**config.mk**
```make
export PLATFORM = sky130hd
export DESIGN_NAME = rtis_div
export DESIGN_NICKNAME = d
export VERILOG_FILES = /design/src/hdl/rtis_div.sv
export SDC_FILE = /design/constraint.sdc
export NUM_CORES = 1
export LEC_CHECK = 0
export BUFFER_PORTS_ARGS = -buffer_cell sky130_fd_sc_hd__buf_2
export CORE_ASPECT_RATIO = 0.7
export CORE_MARGIN = 8
export CORE_UTILIZATION = 55
export CTS_CLUSTER_DIAMETER = 60
export DETAILED_ROUTE_END_ITERATION = 7
export PLACE_DENSITY = 0.85
export SLEW_MARGIN = 5
export SYNTH_ARGS = -nofsm -noshare
export SYNTH_HDL_FRONTEND = slang
export SYNTH_SLANG_ARGS = --single-unit
```
**constraint.sdc**
```tcl
create_clock -name clock -period 5.3 [get_ports clock]
set_input_delay 1.59 -clock clock [delete_from_list [all_inputs] [get_ports clock]]
set_output_delay 1.59 -clock clock [all_outputs]
set_load 0.05 [all_outputs]
```
**src/hdl/rtis_div.sv**
```systemverilog
// ----------------------------------------------------------------------------
// Row table divider
// Restoring unsigned divider that retires one quotient bit per cycle.
// ----------------------------------------------------------------------------
`default_nettype none

module rtis_div #(
   parameter int NUM_W = 48,
   parameter int DEN_W = 11
) (
   input  logic             clock,
   input  logic             reset,
   input  logic             start,
   input  logic [NUM_W-1:0] num,
   input  logic [DEN_W-1:0] den,
   output logic             done,
   output logic [NUM_W-1:0] quot
);

   localparam int CNT_W = $clog2(NUM_W + 1);

   logic             busy_ff, busy_in;
   logic             done_ff, done_in;
   logic [CNT_W-1:0] cnt_ff, cnt_in;
   logic [DEN_W-1:0] rem_ff, rem_in;
   logic [NUM_W-1:0] q_ff, q_in;
   logic [DEN_W-1:0] den_ff, den_in;
   logic [DEN_W:0]   rem_sh;
   logic [DEN_W+1:0] diff;

   always_comb begin
      busy_in = busy_ff;
      done_in = 1'b0;
      cnt_in  = cnt_ff;
      rem_in  = rem_ff;
      q_in    = q_ff;
      den_in  = den_ff;
      rem_sh  = {rem_ff, q_ff[NUM_W-1]};
      diff    = {1'b0, rem_sh} - {2'b00, den_ff};
      if (start) begin
         busy_in = 1'b1;
         cnt_in  = '0;
         rem_in  = '0;
         q_in    = num;
         den_in  = den;
      end else if (busy_ff) begin
         if (!diff[DEN_W+1]) begin
            rem_in = diff[DEN_W-1:0];
            q_in   = {q_ff[NUM_W-2:0], 1'b1};
         end else begin
            rem_in = rem_sh[DEN_W-1:0];
            q_in   = {q_ff[NUM_W-2:0], 1'b0};
         end
         cnt_in = cnt_ff + CNT_W'(1);
         if (cnt_ff == CNT_W'(NUM_W - 1)) begin
            busy_in = 1'b0;
            done_in = 1'b1;
         end
      end
   end

   always_ff @(posedge clock) begin
      if (reset) begin
         busy_ff <= 1'b0;
         done_ff <= 1'b0;
      end else begin
         busy_ff <= busy_in;
         done_ff <= done_in;
      end
      cnt_ff <= cnt_in;
      rem_ff <= rem_in;
      q_ff   <= q_in;
      den_ff <= den_in;
   end

   assign done = done_ff;
   assign quot = q_ff;

endmodule

`default_nettype wire

```
==> results.yml, run 1 <==
sta:
  hold_ws_ps: 509
  tns_ps: 0
  min_period_ps: 3150
  clock_skew_ps: 9.32
  fmax_ghz: 0.318
  relSlewSlack: 0.341
  slew_violations: 0
  grt_setup_unrepaired: "false"
  worst_pin_slew_ps: 988
  fin_crit_sh: 0.593
  hold_viol_final: 0
  setup_viol: 0
  worst_slack_ps: 2150
layout:
  syn_to_final_growth_pct: 22.8
  drive_gt1_frac: 0.458
  nets: 461
  multiInputGateArea_um2: 1390
  num_antenna_cells: 0
  fill_cells: 466
  seqCellArea_um2: 2150
  fin_area_um2: 4470
  fin_util: 0.710
worst_setup_path:
  cp-endpoint: "quot[9]$_DFFE_PP_"
  crit_arrival_ps: 3120
  critical_path_required_ps: 5270
  rrSetupSlack_ps: 2560
  critPathBufInv: 2
  crit_path_cell_trace: "buf_2, nor2_1, inv_2"
  start_kind: "primary input"
  worstReg2RegEnd: "quot[0]$_DFFE_PP_"
  path_delay_family: "buffers and inverters"
  critPathCaptureType: "flip-flop"
  crit_path_start: "start"
  max_stage_delay_ps: 750
  crit_type: "primary input to flip-flop"
  cp.depth: 3
  cpMaxStageDelayCell: "inv_2"
  r2r_cells: 8
  worstReg2RegStart: "quot[47]$_DFFE_PP_"
  cp_max_fo: 48
pwr:
  p_per_area_nw_per_um2: 358
  p_leak_uw: 0.00189
  peakVddDrop_mv: 0.241
grt:
  grt_max_degree: 49
  track_usage: 0.169
  antenna_found_initial: 0
  grt_first_pass_wirelength_mm: 12.8
  grt_pass1_vias: 2592
  grt-ovfl-total: 0
yosys:
  synth_top_area_frac: 0.486
  yosysUniqueCellTypes: 41
  synthTopCellsByCount: "59 x edfxtp_1, 48 x mux2_2, 21 x nor2_1"
  yosysSeqAreaShare: 0.590
  yosys-top-cells-area: "edfxtp_1 49%, mux2_2 15%, dfxtp_1 10%"
  synth_top_cell_by_area: "edfxtp_1"
  ys_warn_count: 0
  post-synth-top-count-cell: "edfxtp_1"
  synth_edf_count: 59
  syn_inst: 274
  async_reset_ff_frac: 0
  synth_area_um2: 3640
  synth-seq-cells: 78
  avgSynthCellArea_um2: 13.3
  synthFlopType: "edfxtp_1"
  syn-num-nets: 349
placement:
  io_buffers: 110
  dpl.hpwl_mm: 5.74
  placed_area_um2: 4260
  place_congestion: 0.820
  dp_slack_ps: 1760
clock_tree:
  tritoncts: "done"
  post_cts_buffers: 0
  cts_resized: 0
  clk_pin_slew_ps: 80
  cts_buffers: 9
  clockRootBuffer: "clkbuf_8"
  cts_buffer_depth: 2
  clk_latency_ps: 350
  cts_hold_buf: 0
  clock-sinks: 78
  htree_num_levels: 3
floorplan:
  die_y_um: 84.1
  coreArea_um2: 6310
  dieArea_um2: 9530
  num_rows: 24
  initial_core_util: 0.578
  ios: 111
  die_x_um: 113
route:
  ant_nets: 0
  first_pass_iters: 4
  dr_total_vias: 2545
  wl_mm: 7.85
  drc: 0
  wl_per_cell_um: 16.7
  viasPerCell: 5.43
  drt_iter0_markers: 150
flow_run:
  drv_cap: 0
outcome:
  status: "completed"
worst_hold_path:
  hp-class: "flip-flop to flip-flop"
per-layer routing:
layer | track usage | share of wire | up-vias
met4 | 0.0578 | 0.013 | 0
li1 | - | - | 1250
met1 | 0.205 | 0.45 | 1195
met5 | 0 | 0 | -
met3 | 0.0838 | 0.095 | 11
met2 | 0.254 | 0.45 | 89
through the flow:
step,power [uW],instances
CTS,1620,469
global route,1670,469
global placement,1130,453
detailed placement,1140,453
floorplan,1040,274
finish,1600,469
layout make-up:
class                           count  area share
Sequential cell                    78       0.481
Multi-Input combinational cell    170       0.310
Timing Repair Buffer              112       0.126
Clock buffer                       10      0.0285
Tap cell                           78      0.0218
Clock inverter                      6      0.0196
Inverter                           15      0.0126
tightest hold or removal path, delay by kind of cell, from the launching register on:
family | cells | cell delay, ps
DFF | 1 | 330
and+or+nand+nor | 2 | 140
cell usage in the layout (no fill, tap or decap), types with 7 or more instances in the layout:
cell / instances
inv_1: 14
dfxtp_1: 19
buf_2: 110
o21ai_0: 7
edfxtp_1: 59
nor2_1: 21
ha_1: 12
a21oi_1: 8
mux2_2: 48
clkbuf_8: 9
nand2_1: 13
state kept, by name (all words and copies together), names as in the netlist:
register / flops
cnt_ff: 6
done: 1
den_ff: 11
rem_ff: 11
quot: 48
busy_ff: 1
power breakdown:
| group | internal (uW) | total (uW) | switching [uW] |
|---|---|---|---|
| combinational | 120 | 369 | 249 |
| clock | 265 | 480 | 215 |
| sequential | 724 | 754 | 29.5 |
| total | 1110 | 1600 | 493 |
cells by family after synthesis:
kind of cell               Yosys count  synth area share
AOI/OAI and AO/OA                   41            0.0790
xor gates and xnor gates            10            0.0240
adders and majority gates           13            0.0467
buffers and inverters               26            0.0288
DFF                                 78             0.590
muxes                               51             0.157
and+or+nand+nor                     55            0.0745
how the worst min path moves through the flow:
stage	cells past startpoint	end	start	slack [ps]
floorplan	2	rem_ff[1]$_SDFFE_PP0P_	rem_ff[1]$_SDFFE_PP0P_	460
global placement	2	cnt_ff[5]$_SDFFE_PP0P_	cnt_ff[5]$_SDFFE_PP0P_	470
detailed placement	2	rem_ff[4]$_SDFFE_PP0P_	rem_ff[3]$_SDFFE_PP0P_	500
CTS	2	rem_ff[3]$_SDFFE_PP0P_	rem_ff[3]$_SDFFE_PP0P_	510
global route	2	rem_ff[3]$_SDFFE_PP0P_	rem_ff[3]$_SDFFE_PP0P_	530
finish	2	rem_ff[3]$_SDFFE_PP0P_	rem_ff[3]$_SDFFE_PP0P_	510
No activity file was read; power rests on OpenSTA's default activity.
==> run 2, diff against run 1 <==
--- a/config.mk
+++ b/config.mk
@@ -5,13 +5,14 @@
 export SDC_FILE = /design/constraint.sdc
 export NUM_CORES = 1
 export LEC_CHECK = 0
+export ABC_AREA = 1
 export BUFFER_PORTS_ARGS = -buffer_cell sky130_fd_sc_hd__buf_2
 export CORE_ASPECT_RATIO = 0.7
 export CORE_MARGIN = 8
-export CORE_UTILIZATION = 55
+export CORE_UTILIZATION = 47
 export CTS_CLUSTER_DIAMETER = 60
 export DETAILED_ROUTE_END_ITERATION = 7
-export PLACE_DENSITY = 0.85
+export PLACE_DENSITY = 0.76
 export SLEW_MARGIN = 5
 export SYNTH_ARGS = -nofsm -noshare
 export SYNTH_HDL_FRONTEND = slang
==> constraint.sdc (replaced) <==
create_clock -name clock -period 2.77 [get_ports clock]
set_input_delay 0.831 -clock clock [delete_from_list [all_inputs] [get_ports clock]]
set_output_delay 0.831 -clock clock [all_outputs]
set_load 0.05 [all_outputs]
==> run 2 against run 1 <==
- core utilization fell by 10 points
- clock skew is 1.8 ps lower
- via count rose by 31%
- count of clock-buffer cells in the layout is the same
- global-route usage up 0.25 points
- clock power is 150% higher
- largest power group unchanged
==> results.yml, run 2 <==
worst_setup_path:
  crit_arrival_ps: 2530
  max_stage_delay_ps: 370
  worstReg2RegEnd: "rem_ff[4]$_SDFFE_PP0P_"
  start_kind: "flip-flop"
  worstReg2RegStart: "quot[47]$_DFFE_PP_"
  cpMaxStageDelayCell: "edfxtp_1"
  rrSetupSlack_ps: 470
  crit_type: "flip-flop to flip-flop"
  critical_path_required_ps: 3000
  path_common_cell: "nand2_1"
  critPathCaptureType: "flip-flop"
  cp_max_fo: 21
  r2r_cells: 12
  crit_path_cell_trace: "inv_1, ha_1, fa_1, inv_1, nand3_1, nand3_1, nand2_1, nand3_2, nor2_1, nor2_1, nand2_1, nand2_1"
sta:
  grt_setup_unrepaired: "false"
  hold_viol_final: 0
  setup_viol: 0
  fmax_ghz: 0.434
  tns_ps: 0
  worst_pin_slew_ps: 560
  min_period_ps: 2300
  hold_ws_ps: 477
  fin_crit_sh: 0.832
  slew_violations: 0
  relSlewSlack: 0.627
  clock_skew_ps: 7.56
yosys:
  syn-num-nets: 543
  synth_xor_area_frac: 0.00684
  synth_mux_area_frac: 0
  synth_compound_area_frac: 0.0176
  async_reset_ff_frac: 0
  yosysUniqueCellTypes: 25
  synth_top_cell_by_area: "edfxtp_1"
  synth_edf_count: 59
  synth_area_um2: 3840
  synthFlopType: "edfxtp_1"
  post-synth-top-count-cell: "nand2_1"
  yosysSeqAreaShare: 0.560
  synth_simple_gate_area_share: 0.308
  synthTopCellsByCount: "231 x nand2_1, 59 x edfxtp_1, 44 x inv_1"
  avgSynthCellArea_um2: 8.21
  syn_inst: 468
  synth_top_family_by_area: "simple AND/OR/NAND/NOR gates"
  ys_warn_count: 0
  synthAdderAreaFrac: 0.0443
  synth_top_area_frac: 0.461
  yosys-top-cells-area: "edfxtp_1 46%, nand2_1 23%, dfxtp_1 9.9%"
  synth-seq-cells: 78
clock_tree:
  clock-sinks: 78
  post_cts_buffers: 0
  cts_resized: 0
  htree_num_levels: 3
  clockRootBuffer: "clkbuf_16"
  cts_hold_buf: 0
  tritoncts: "done"
  cts_buffer_depth: 2
  cts_buffers: 9
  clk_pin_slew_ps: 60
  clk_latency_ps: 330
worst_hold_path:
  hp-class: "flip-flop to flip-flop"
  worstHoldStart: "rem_ff[10]$_SDFFE_PP0P_"
  holdPathEnd: "rem_ff[10]$_SDFFE_PP0P_"
  hold_path_depth: 2
pwr:
  p_per_area_nw_per_um2: 667
  p_clk_frac: 0.368
  combPwrFrac: 0.188
  pwr-share-seq: 0.444
  power.switching_uw: 971
  peakVddDrop_mv: 0.402
  swShare: 0.304
  p_leak_uw: 0.00245
  p_int_uw: 2220
grt:
  grt_first_pass_wirelength_mm: 15.8
  antenna_found_initial: 0
  grt_max_degree: 54
  track_usage: 0.171
  grt_pass1_vias: 3319
  grt-ovfl-total: 0
route:
  wl_mm: 9.62
  wl_per_cell_um: 14.0
  first_pass_iters: 5
  drt_iter0_markers: 328
  dr_total_vias: 3332
  ant_nets: 0
  drc: 0
  viasPerCell: 4.86
layout:
  syn_to_final_growth_pct: 24.7
  nets: 654
  num_antenna_cells: 0
  fin_util: 0.607
  final_cell_mix: "231 x nand2_1, 110 x buf_2, 59 x edfxtp_1"
  fin_area_um2: 4790
  drive_gt1_frac: 0.236
  largest_reg_flops: 48
  final_common_cell: "nand2_1"
  fill_cells: 698
placement:
  placed_area_um2: 4500
  io_buffers: 110
  place_congestion: 0.891
  dpl.hpwl_mm: 7.08
floorplan:
  ios: 111
  initial_core_util: 0.486
  die_x_um: 124
  coreArea_um2: 7910
  num_rows: 27
  dieArea_um2: 11400
  die_y_um: 91.7
outcome:
  status: "completed"
flow_run:
  drv_cap: 0
[run 2: changes by cell type in the layout (fill, tap and decap cells not counted), sizes merged, moves of 4 or more]
cell,before,now
nand2b,4,0
inv,15,50
mux2,48,0
xor2,5,1
nand2,13,233
a21oi,10,5
nor2,21,35
nand3,1,23
a211oi,4,0
[run 2: cell families (layout without fill, tap and decap cells)]
kind of cell	after synthesis	in the layout
AO/OA/AOI/OAI	12	12
adder cells (fa/ha/maj)	13	13
flip-flops	78	78
XOR/XNOR	3	3
buffers and inverters	62	178
AND/OR/NAND/NOR	300	300
[run 2: how the worst max path moves through the flow]
stage / from / end / cells past startpoint
finish: quot[47]$_DFFE_PP_ / rem_ff[4]$_SDFFE_PP0P_ / 12
floorplan: start / quot[0]$_DFFE_PP_ / 3
detailed placement: quot[47]$_DFFE_PP_ / rem_ff[1]$_SDFFE_PP0P_ / 12
global placement: quot[47]$_DFFE_PP_ / rem_ff[0]$_SDFFE_PP0P_ / 11
global route: quot[47]$_DFFE_PP_ / rem_ff[4]$_SDFFE_PP0P_ / 12
CTS: quot[47]$_DFFE_PP_ / rem_ff[4]$_SDFFE_PP0P_ / 12
[run 2: power groups by stage]
stage	clock [uW]	combinational (uW)	sequential (uW)
detailed placement	0	603	1440
floorplan	0	171	1690
global route	1240	647	1430
global placement	0	593	1440
finish	1180	600	1420
CTS	1200	604	1420
[run 2: per-stage QoR]
step           setup slack, ps  total power (uW)  cells
3_3_place_gp               714              2030    669
3_5_place_dp               604              2040    669
6_report                   466              3200    685
4_1_cts                    512              3220    685
5_1_grt                    242              3320    685
2_1_floorplan              359              1860    468
[run 2: critical path: cells and delay by family (launching register included)]
kind	cells	cell delay, ps
buffers and inverters	2	170
AND/OR/NAND/NOR	8	1240
flip-flops	1	370
adder cells (fa/ha/maj)	2	420
[run 2: cell type report]
| cell class | count | area, um2 | area share |
|---|---|---|---|
| Timing Repair Buffer | 114 | 593 | 0.124 |
| Clock inverter | 6 | 67.6 | 0.0141 |
| Sequential cell | 78 | 2150 | 0.449 |
| Clock buffer | 10 | 229 | 0.0478 |
| Tap cell | 101 | 126 | 0.0264 |
| Inverter | 48 | 180 | 0.0376 |
| Multi-Input combinational cell | 328 | 1450 | 0.302 |
[run 2: layer usage]
layer  wire, um  GRT usage
met1       4370      0.231
met2       4310      0.263
met3        749     0.0410
met4        195     0.0592
met5          0          0
